===== src/design/stcfa_pkg.sv =====
// Shared types and constants for the stacked CFA pixel finalize block.
// Used by stcfa_div, stacked_cfa_pixel_finalize and stcfa_check.
package stcfa_pkg;

    localparam int SUM_W       = 24;
    localparam int CNT_W       = 9;
    localparam int SAMPLE_BITS = 16;
    localparam int MAX_FRAMES  = 256;
    localparam int YELLOW_Q8   = 292;

    // Divider numerator width and quotient bits resolved per stage.
    localparam int NUM_W       = 36;
    localparam int DEN_W       = 9;
    localparam int DIV_STEP    = 4;
    localparam int DIV_STAGES  = NUM_W / DIV_STEP;

    // Q8 averages and signed conversion sums.
    localparam int AVG_W       = 34;
    localparam int CONV_W      = 38;
    localparam int NUM_CH      = 4;

    localparam logic [SAMPLE_BITS-1:0] OUT_MAX = {SAMPLE_BITS{1'b1}};

    typedef enum logic [1:0] {
        REG_ARRAY_MODE     = 2'd0,
        REG_FULL_THRESHOLD = 2'd1,
        REG_FRAME_COUNT    = 2'd2
    } reg_index_t;

    typedef enum logic [1:0] {
        CLS_REAL   = 2'd0,
        CLS_INTERP = 2'd1,
        CLS_MIX    = 2'd2
    } chan_class_t;

    typedef struct packed {
        logic        cmyg;
        chan_class_t cls0;
        chan_class_t cls1;
        chan_class_t cls2;
        chan_class_t cls3;
    } side_t;

endpackage


===== src/design/stcfa_div.sv =====
// Pipelined restoring divider, DIV_STEP quotient bits per register stage.
// Depends on stcfa_pkg for widths and stage count.
module stcfa_div (
    input  logic                        clk,
    input  logic                        en,
    input  logic [stcfa_pkg::NUM_W-1:0] num,
    input  logic [stcfa_pkg::DEN_W-1:0] den,
    output logic [stcfa_pkg::NUM_W-1:0] quo
);
    import stcfa_pkg::*;

    logic [NUM_W-1:0] num_reg [DIV_STAGES];
    logic [NUM_W-1:0] quo_reg [DIV_STAGES];
    logic [DEN_W-1:0] rem_reg [DIV_STAGES];
    logic [DEN_W-1:0] den_reg [DIV_STAGES];

    logic [NUM_W-1:0] num_next [DIV_STAGES];
    logic [NUM_W-1:0] quo_next [DIV_STAGES];
    logic [DEN_W-1:0] rem_next [DIV_STAGES];
    logic [DEN_W-1:0] den_src  [DIV_STAGES];

    for (genvar s = 0; s < DIV_STAGES; s++) begin : g_stage
        if (s == 0) begin : g_first
            always_comb
            begin
                logic [NUM_W-1:0] n;
                logic [NUM_W-1:0] q;
                logic [DEN_W-1:0] r;
                logic [DEN_W:0]   t;
                n = num;
                q = '0;
                r = '0;
                for (int k = 0; k < DIV_STEP; k++)
                begin
                    t = {r, n[NUM_W-1]};
                    n = {n[NUM_W-2:0], 1'b0};
                    if (t >= {1'b0, den})
                    begin
                        t = t - {1'b0, den};
                        q = {q[NUM_W-2:0], 1'b1};
                    end
                    else
                    begin
                        q = {q[NUM_W-2:0], 1'b0};
                    end
                    r = t[DEN_W-1:0];
                end
                num_next[s] = n;
                quo_next[s] = q;
                rem_next[s] = r;
                den_src[s]  = den;
            end
        end
        else begin : g_rest
            always_comb
            begin
                logic [NUM_W-1:0] n;
                logic [NUM_W-1:0] q;
                logic [DEN_W-1:0] r;
                logic [DEN_W:0]   t;
                n = num_reg[s-1];
                q = quo_reg[s-1];
                r = rem_reg[s-1];
                for (int k = 0; k < DIV_STEP; k++)
                begin
                    t = {r, n[NUM_W-1]};
                    n = {n[NUM_W-2:0], 1'b0};
                    if (t >= {1'b0, den_reg[s-1]})
                    begin
                        t = t - {1'b0, den_reg[s-1]};
                        q = {q[NUM_W-2:0], 1'b1};
                    end
                    else
                    begin
                        q = {q[NUM_W-2:0], 1'b0};
                    end
                    r = t[DEN_W-1:0];
                end
                num_next[s] = n;
                quo_next[s] = q;
                rem_next[s] = r;
                den_src[s]  = den_reg[s-1];
            end
        end

        always_ff @(posedge clk)
        begin
            if (en)
            begin
                num_reg[s] <= num_next[s];
                quo_reg[s] <= quo_next[s];
                rem_reg[s] <= rem_next[s];
                den_reg[s] <= den_src[s];
            end
        end
    end

    assign quo = quo_reg[DIV_STAGES-1];

endmodule


===== config.mk =====
export PLATFORM = sky130hd
export DESIGN_NAME = stcfa_div
export DESIGN_NICKNAME = d
export VERILOG_FILES = /design/src/design/stcfa_pkg.sv /design/src/design/stcfa_div.sv
export SDC_FILE = /design/constraint.sdc
export NUM_CORES = 1
export LEC_CHECK = 0
export ABC_AREA = 1
export BUFFER_PORTS_ARGS = -buffer_cell sky130_fd_sc_hd__buf_4
export CAP_MARGIN = 20
export CORE_MARGIN = 3
export CORE_UTILIZATION = 35
export DETAILED_ROUTE_END_ITERATION = 12
export PLACE_DENSITY_LB_ADDON = 0.3
export SLEW_MARGIN = 10
export SYNTH_ARGS = -nofsm -noshare
export SYNTH_HDL_FRONTEND = slang
export SYNTH_SLANG_ARGS = --single-unit
export TNS_END_PERCENT = 50

===== constraint.sdc =====
create_clock -name clk -period 15.98 [get_ports clk]
set_input_delay 0.799 -clock clk [delete_from_list [all_inputs] [get_ports clk]]
set_output_delay 0.799 -clock clk [all_outputs]
set_load 0.005 [all_outputs]

==> results.yml, run 1 <==
setup_path:
  critical_path.endpoint_type: "flip-flop"
  critPathRequiredTime_ns: 16.49
  critical_path_class: "flip-flop to flip-flop"
  critical-path-top-delay-family: "simple AND/OR/NAND/NOR gates"
  cp_slowest_cell: "edfxtp_1"
  start_kind: "flip-flop"
  ff_to_ff_setup_slack_ns: 8.16
  logic_depth_of_the_worst_path_buffers_included: 40
  worstReg2RegStart: "den_reg[0][28]"
  ff2ff_path_depth: 40
  arrival_ns: 8.33
  critical_path_peak_fanout: 16
  rr_endpoint: "rem_reg[0][39]"
  critPathBufInv: 3
  critical-path-max-stage-delay_ns: 0.58
  crit_top_cell: "nand2_1"
synth:
  synthCells: 3654
  synth-seq-cells: 468
  synth_enable_flop_cells: 468
  synth-seq-area-share_pct: 42.6
  synth_nets: 4052
  post_synth_num_cell_types: 45
  yosys_warnings: 0
  yosys_most_used_dff: "edfxtp_1"
  synth_area_sq_mm: 0.0330
  synth.avg_cell_area_sq_um: 9.04
  synth_async_sr_flop_share_pct: 0
final_layout:
  antenna_cells: 0
  drive_gt1_share_pct: 11.2
  mostFrequentLayoutCells: "nand2_1 (1,044), inv_1 (491), edfxtp_1 (468), ha_1 (317), nand3_1 (240)"
  number_of_flip_flops_in_the_largest_register: 180
  syn2layout_area_growth_pct: 11.6
  num-fill-cells: 9311
  most_common_library_cell_in_the_layout_ignoring_fill_and_taps: "nand2_1"
  final_nets: 4172
sta:
  setup-tns-final_ns: 0
  finalMaxSlewViolations: 0
  final-hold-violation-count: 0
  fmax_mhz: 128
  rsz_0062_raised_after_global_routing: "false"
  setup_viol_count_final: 0
  clock_period_minus_final_worst_setup_slack_ns: 7.82
  worst_slew_margin_rel_pct: 27.3
  fraction_of_the_cycle_the_final_worst_path_needs_pct: 48.9
  clock-skew-final_ns: 0.0211
  fin_ws_ns: 8.16
  tightest_slew_ns: 1.09
routing:
  detail_route.wirelength_um: 73200
  vias: 24127
  drt_first_pass_iters: 5
  post_drt_via_cell_ratio: 4.76
  drcViolationCount: 0
  detailedRoute.firstIterationViolations: 1426
  ant_nets: 0
  routed_wire_length_per_instance_um: 14.4
floorplan:
  rows: 112
  die_x_um: 313
  initial_core_util_pct: 35.3
  fp.coreArea_sq_mm: 0.0935
  top_level_ports: 83
  die_area_sq_mm: 0.0981
  die-height_um: 313
global_routing:
  global_route_wire_length_before_repair_um: 120000
  grt.total_usage_pct: 15.0
  grt_pass1_vias: 23303
  grt_start_max_net_pins: 179
  global_route.overflow_total: 0
  antenna_found_initial: 0
clock_network:
  cts_tree: "yes"
  h_tree_level_count: 2
  numClockSinks: 468
  post_cts_buffers: 0
  numCtsBuffers: 54
  clock_insertion_delay_worst_skew_ns: 0.64
  worst_setup_hold_path_clk_slew_ns: 0.07
  cts.repair.resized: 0
  cts_hold_buf: 0
  cts_root_buf: "clkbuf_16"
  cts-root-to-sink-buffers: 3
place:
  dp.final_hpwl_um: 55800
  port_buffers: 82
  post-place-ws_ns: 8.12
  gp_congestion: 0.868
hold_path:
  worstHoldPathCells: 1
  min-delay-path-class: "input port to flip-flop"
  hold_path_startpoint: "num[19]"
  endpoint_with_the_worst_hold_slack: "num_reg[0][19]"
status:
  status: "finished, final reports clean"
flow_run:
  maxCapViolations: 0
==> routing by layer <==
metal / vias up / GRT usage [%] / wire length (um)
met3: 98 / 1.89 / 2550
met2: 389 / 24.6 / 33500
met1: 11107 / 20.6 / 35200
met4: 0 / 4.78 / 1920
li1: 12533 / - / -
met5: - / 0 / 0
==> worst max path at each step <==
| stage | endpoint | startpoint | slack [ns] |
|---|---|---|---|
| after floorplan | rem_reg[0][10] | den_reg[0][1] | 9.60 |
| after global placement | rem_reg[0][38] | den_reg[0][28] | 8.03 |
| after detailed placement | rem_reg[0][39] | den_reg[0][28] | 8.12 |
| after CTS | rem_reg[0][36] | den_reg[0][28] | 8.14 |
| after global routing | rem_reg[0][36] | den_reg[0][28] | 7.44 |
| final | rem_reg[0][39] | den_reg[0][28] | 8.16 |
==> cells by family after synthesis <==
logic type	synth area share, %
adders and majority gates	14.1
buffers and inverters	6.49
DFF	42.6
AOI/OAI and AO/OA	8.28
and+or+nand+nor	23.4
xor gates and xnor gates	5.20
==> cells in the mapped netlist, types with 14 or more instances <==
cell	instances	area (sq um)
buf_6	14	158
nand3_1	240	1200
o21ai_1	17	85.1
nand4_1	43	269
inv_2	19	71.3
edfxtp_1	468	14100
a31oi_1	30	188
nand3_2	30	300
xor2_1	129	1130
nand3_4	14	245
a21oi_4	14	228
o21ai_2	53	464
fa_1	34	681
xnor2_1	67	587
or2_2	18	113
ha_1	317	3970
nand2_1	1044	3920
nor3_1	32	160
o21bai_1	24	180
nand2_2	56	350
a21oi_1	156	781
nor2_1	154	578
o21ai_0	77	385
nand2_4	14	158
inv_1	491	1840
nor2_4	14	158
==> cell type report <==
type | instances | area, sq um | share of cell area, %
multi-input combinational | 2654 | 16800 | 45.7
sequential | 468 | 14100 | 38.1
inverter | 510 | 1910 | 5.19
tap | 1254 | 1570 | 4.26
clock buffer | 61 | 1380 | 3.74
timing repair buffer | 86 | 666 | 1.81
clock inverter | 37 | 445 | 1.21
==> stage by stage <==
| stage | hold slack, ns | util, % | instance area, sq um | cells |
|---|---|---|---|---|
| 4_1_cts | 0.253 | 39.4 | 36900 | 5070 |
| 5_1_grt | 0.279 | 39.4 | 36900 | 5070 |
| 3_3_place_gp | 0.400 | 37.5 | 35000 | 4972 |
| 3_5_place_dp | 0.405 | 37.5 | 35000 | 4972 |
| 6_report | 0.330 | 39.4 | 36900 | 5070 |
| 2_1_floorplan | 0.400 | - | 33000 | 3654 |
Power of run 1 is not shown: default switching activity piles up to over one toggle a cycle in this logic, so the estimate is an artifact.
==> inputs of run 2 (changes only) <==
clock period = 6.8 ns   (was 15.98 ns; I/O delays follow)
==> run 2 against run 1 <==
Effect of this change:
- critical path type unchanged
- hold slack worse by 0.25 ns
- critical endpoint is now rem_reg[0][65]
- highest routed layer unchanged
- first-iteration DRC count up 16%
- final cell count rose by 9.9%
==> results.yml, run 2 (synthesized netlist as in run 1, its figures left out) <==
place:
  dp.final_hpwl_um: 61100
  placedCellCount: 5355
  gp_congestion: 0.923
  port_buffers: 82
  placed_area_sq_mm: 0.0380
  post-place-ws_ns: -0.0760
clock_network:
  numCtsBuffers: 55
  cts_root_buf: "clkbuf_16"
  worst_setup_hold_path_clk_slew_ns: 0.07
  clock_insertion_delay_worst_skew_ns: 0.64
  cts_tree: "yes"
  cts-root-to-sink-buffers: 3
  h_tree_level_count: 2
  numClockSinks: 468
global_routing:
  antenna_found_initial: 1
  grt_start_max_net_pins: 141
  grt.total_usage_pct: 16.0
  global_route_wire_length_before_repair_um: 129000
  grt_pass1_vias: 25054
  global_route.overflow_total: 0
routing:
  drt_first_pass_iters: 5
  ant_nets: 0
  detail_route.wirelength_um: 81600
  post_drt_via_cell_ratio: 4.73
  detailedRoute.firstIterationViolations: 1655
  routed_wire_length_per_instance_um: 14.6
  vias: 26345
  drcViolationCount: 0
final_layout:
  layout.cell_area.non_filler_sq_mm: 0.0419
  most_common_library_cell_in_the_layout_ignoring_fill_and_taps: "nand2_1"
  syn2layout_area_growth_pct: 26.9
  stdcell_count: 5572
  number_of_flip_flops_in_the_largest_register: 180
  register_area_sq_mm: 0.0141
  multiInputGateArea_sq_mm: 0.0179
  drive_gt1_share_pct: 24.6
  final_nets: 4669
  num-fill-cells: 8960
  mostFrequentLayoutCells: "nand2_1 (1,019), buf_4 (506), edfxtp_1 (468), inv_1 (466), ha_1 (269)"
  antenna_cells: 0
sta:
  tightest_slew_ns: 0.886
  clock_period_minus_final_worst_setup_slack_ns: 6.40
  fmax_mhz: 156
  fraction_of_the_cycle_the_final_worst_path_needs_pct: 94.1
  fin_ws_ns: 0.402
  finalMaxSlewViolations: 0
  final-hold-violation-count: 0
  setup_viol_count_final: 0
  rsz_0062_raised_after_global_routing: "true"
  worst_slew_margin_rel_pct: 41.0
  setup-tns-final_ns: 0
  clock-skew-final_ns: 0.0239
floorplan:
  die-height_um: 313
  die_area_sq_mm: 0.0981
  top_level_ports: 83
  fp.coreArea_sq_mm: 0.0935
  initial_core_util_pct: 35.3
  die_x_um: 313
  rows: 112
hold_path:
  min-delay-path-class: "input port to flip-flop"
setup_path:
  start_kind: "flip-flop"
  critical_path_peak_fanout: 8
  critPathRequiredTime_ns: 7.20
  cp_slowest_cell: "fa_2"
  critical-path-max-stage-delay_ns: 0.39
  arrival_ns: 6.79
  critical_path_class: "flip-flop to flip-flop"
  critical_path.endpoint_type: "flip-flop"
  crit_top_cell: "nand2_1"
status:
  status: "finished, final reports clean"
flow_run:
  maxCapViolations: 0
[run 2: changes by cell type in the layout (fill, tap and decap cells not counted), moves of 15 or more]
cell           previous run  this run
a21oi_1                 156       136
a21oi_2                   8        30
buf_4                    84       506
dlygate4sd3_1             0        41
ha_1                    317       269
ha_4                      0        36
inv_1                   491       466
inv_2                    19        41
nand2_1                1044      1019
nand2_2                  56        75
o21ai_0                  77        49
o21ai_1                  17        32
[run 2: per-layer routing]
layer / up-vias / routed length, um / GRT usage (%)
li1: 13578 / - / -
met1: 12184 / 38500 / 22.2
met2: 490 / 37900 / 26.4
met3: 93 / 3440 / 2.01
met4: 0 / 1860 / 4.44
met5: - / 0 / 0
[run 2: final timing paths]
kind              startpoint         endpoint  slack (ns)  depth (start not counted)
max reg2reg  num_reg[0][223]   rem_reg[0][65]        0.40                         44
max          num_reg[0][223]   rem_reg[0][65]        0.40                         44
min reg2reg   num_reg[0][89]  num_reg[0][125]        0.41                          0
min                  num[32]    rem_reg[0][0]        0.08                          3
[run 2: cell type report]
cell class / instances / share of cell area (%)
Multi-Input combinational cell: 2670 / 42.8
Sequential cell: 468 / 33.5
Timing Repair Buffer: 566 / 10.8
Inverter: 510 / 4.60
Tap cell: 1254 / 3.74
Clock buffer: 64 / 3.42
Clock inverter: 40 / 1.13
[run 2: critical path, delay by kind of cell, from the launching register on]
family                   cells  cell delay, ns
buffers and inverters        9            1.00
flip-flops                   1            0.38
adder cells (fa/ha/maj)      5            1.29
AO/OA/AOI/OAI                9            1.48
AND/OR/NAND/NOR             21            1.99
[run 2: per-stage QoR]
step                      utilization [%]  hold slack (ns)
after detailed placement             40.6            0.405
after floorplan                         -            0.400
final                                44.8           0.0801
after global placement               40.6            0.401
after global routing                 44.8           0.0607
after CTS                            43.1           0.0477
[run 2: repair_timing]
action,4_1_cts,5_1_grt
setup buffers,0,56
hold endpoints to repair,41,0
gates resized for setup,2,250
gates cloned,0,16
pin swaps,0,70
endpoints found under the setup margin,10,80
hold buffers,41,0
Power of run 2 is left out for the same reason.
==> inputs of run 3 (changes only) <==
clock period = 6.65 ns   (was 6.8 ns; I/O delays follow)
==> run 3 against run 2 <==
Effect of this change:
- critical path depth shrank 2
- flip-flop and latch count is the same
- clock skew grew 0.0022 ns
- worst setup slack lost 0.029 ns
- final cell count grew 1.7%
- fmax grew 1.9%
- core utilization grew 1.5 points
- critical path type unchanged
- critical endpoint is now rem_reg[0][70]
==> results.yml, run 3 (synthesized netlist as in run 1, its figures left out) <==
status:
  status: "finished, final reports clean"
place:
  gp_congestion: 0.910
  placedCellCount: 5448
  dp.final_hpwl_um: 61400
  port_buffers: 82
global_routing:
  grt_pass1_vias: 25414
  antenna_found_initial: 0
  grt.total_usage_pct: 16.1
  global_route_wire_length_before_repair_um: 129000
  grt_start_max_net_pins: 176
  global_route.overflow_total: 0
final_layout:
  antenna_cells: 0
  drive_gt1_share_pct: 29.0
  mostFrequentLayoutCells: "nand2_1 (972), buf_4 (592), edfxtp_1 (468), inv_1 (460), ha_1 (245)"
  stdcell_count: 5666
  final_nets: 4766
  number_of_flip_flops_in_the_largest_register: 180
  most_common_library_cell_in_the_layout_ignoring_fill_and_taps: "nand2_1"
  syn2layout_area_growth_pct: 31.1
sta:
  worst_slew_margin_rel_pct: 28.0
  finalMaxSlewViolations: 0
  tightest_slew_ns: 1.08
  clock_period_minus_final_worst_setup_slack_ns: 6.28
  fraction_of_the_cycle_the_final_worst_path_needs_pct: 94.4
  setup_viol_count_final: 0
  clock-skew-final_ns: 0.0261
  final-hold-violation-count: 0
  fmax_mhz: 159
  rsz_0062_raised_after_global_routing: "true"
floorplan:
  top_level_ports: 83
  rows: 112
  fp.coreArea_sq_mm: 0.0935
  die_area_sq_mm: 0.0981
  initial_core_util_pct: 35.3
  die-height_um: 313
  die_x_um: 313
clock_network:
  h_tree_level_count: 2
  clock_insertion_delay_worst_skew_ns: 0.64
  worst_setup_hold_path_clk_slew_ns: 0.06
  numCtsBuffers: 55
  cts_root_buf: "clkbuf_16"
  cts-root-to-sink-buffers: 3
  numClockSinks: 468
  cts_tree: "yes"
setup_path:
  arrival_ns: 6.67
  critical_path.endpoint_type: "flip-flop"
  critPathRequiredTime_ns: 7.04
  crit_top_cell: "nand2_1"
  critical-path-max-stage-delay_ns: 0.43
  ff2ff_path_depth: 42
  critical_path_peak_fanout: 9
  cp_slowest_cell: "edfxtp_1"
  start_kind: "flip-flop"
  critical_path_class: "flip-flop to flip-flop"
routing:
  drt_first_pass_iters: 5
  detail_route.wirelength_um: 83100
  post_drt_via_cell_ratio: 4.73
  vias: 26789
  drcViolationCount: 0
  detailedRoute.firstIterationViolations: 1541
  ant_nets: 0
  routed_wire_length_per_instance_um: 14.7
flow_run:
  maxCapViolations: 0
hold_path:
  worstHoldPathCells: 3
  min-delay-path-class: "input port to flip-flop"
==> run 3: cell types whose count changed in the layout (fill, tap and decap cells not counted), sizes merged <==
cell	change
bufinv	-1
clkinvlp	-2
nor2	-1
buf	+93
nand3	+2
inv	+4
a21oi	+1
clkbuf	-2
==> run 3: repair_timing <==
action,CTS,global route
endpoints found under the setup margin,42,81
hold buffers,41,0
hold endpoints to repair,41,0
buffers inserted,6,50
gates resized for setup,13,391
cloned,1,19
pin swaps,11,128
==> run 3: final timing paths <==
kind	slack, ns	startpoint	endpoint
min	0.05	num[32]	rem_reg[0][0]
max reg2reg	0.37	den_reg[0][57]	rem_reg[0][70]
max	0.37	den_reg[0][57]	rem_reg[0][70]
min reg2reg	0.41	quo_reg[1][3]	quo_reg[1][43]
==> run 3: routing by layer <==
| metal | share of wire (%) | up-vias | global-route usage, % |
|---|---|---|---|
| met5 | 0 | - | 0 |
| met4 | 2.6 | 0 | 5.11 |
| met3 | 3.6 | 115 | 2.08 |
| met2 | 47 | 432 | 26.4 |
| met1 | 47 | 12484 | 22.0 |
| li1 | - | 13758 | - |
==> run 3: layout make-up <==
type	instances	area (sq um)
timing repair buffer	660	5270
tap	1254	1570
clock inverter	40	443
fill	8875	50200
sequential	468	14100
clock buffer	61	1400
inverter	510	1920
timing repair inverter	1	6.26
multi-input combinational	2672	18600
==> run 3: through the flow <==
| stage | instance area (sq um) | setup TNS (ns) | worst slack (ns) | util, % | hold WS [ns] |
|---|---|---|---|---|---|
| 2_1_floorplan | 33000 | 0 | 0.273 | - | 0.400 |
| 3_3_place_gp | 38700 | -0.700 | -0.213 | 41.4 | 0.400 |
| 3_5_place_dp | 38700 | -1.90 | -0.236 | 41.4 | 0.405 |
| 4_1_cts | 41000 | 0 | 0.00275 | 43.9 | 0.0148 |
| 5_1_grt | 43300 | -2.05 | -0.0920 | 46.3 | 0.0329 |
| 6_report | 43300 | 0 | 0.373 | 46.3 | 0.0550 |
==> run 3: worst max-delay path: cells and delay by family (launching register included) <==
kind / cells / cell delay [ns]
compound gates: 8 / 1.25
simple gates: 24 / 2.36
fa+ha+maj: 4 / 1.23
flops: 1 / 0.43
xor+xnor: 1 / 0.14
buf+inv: 5 / 0.59
Power of run 3 is left out for the same reason.
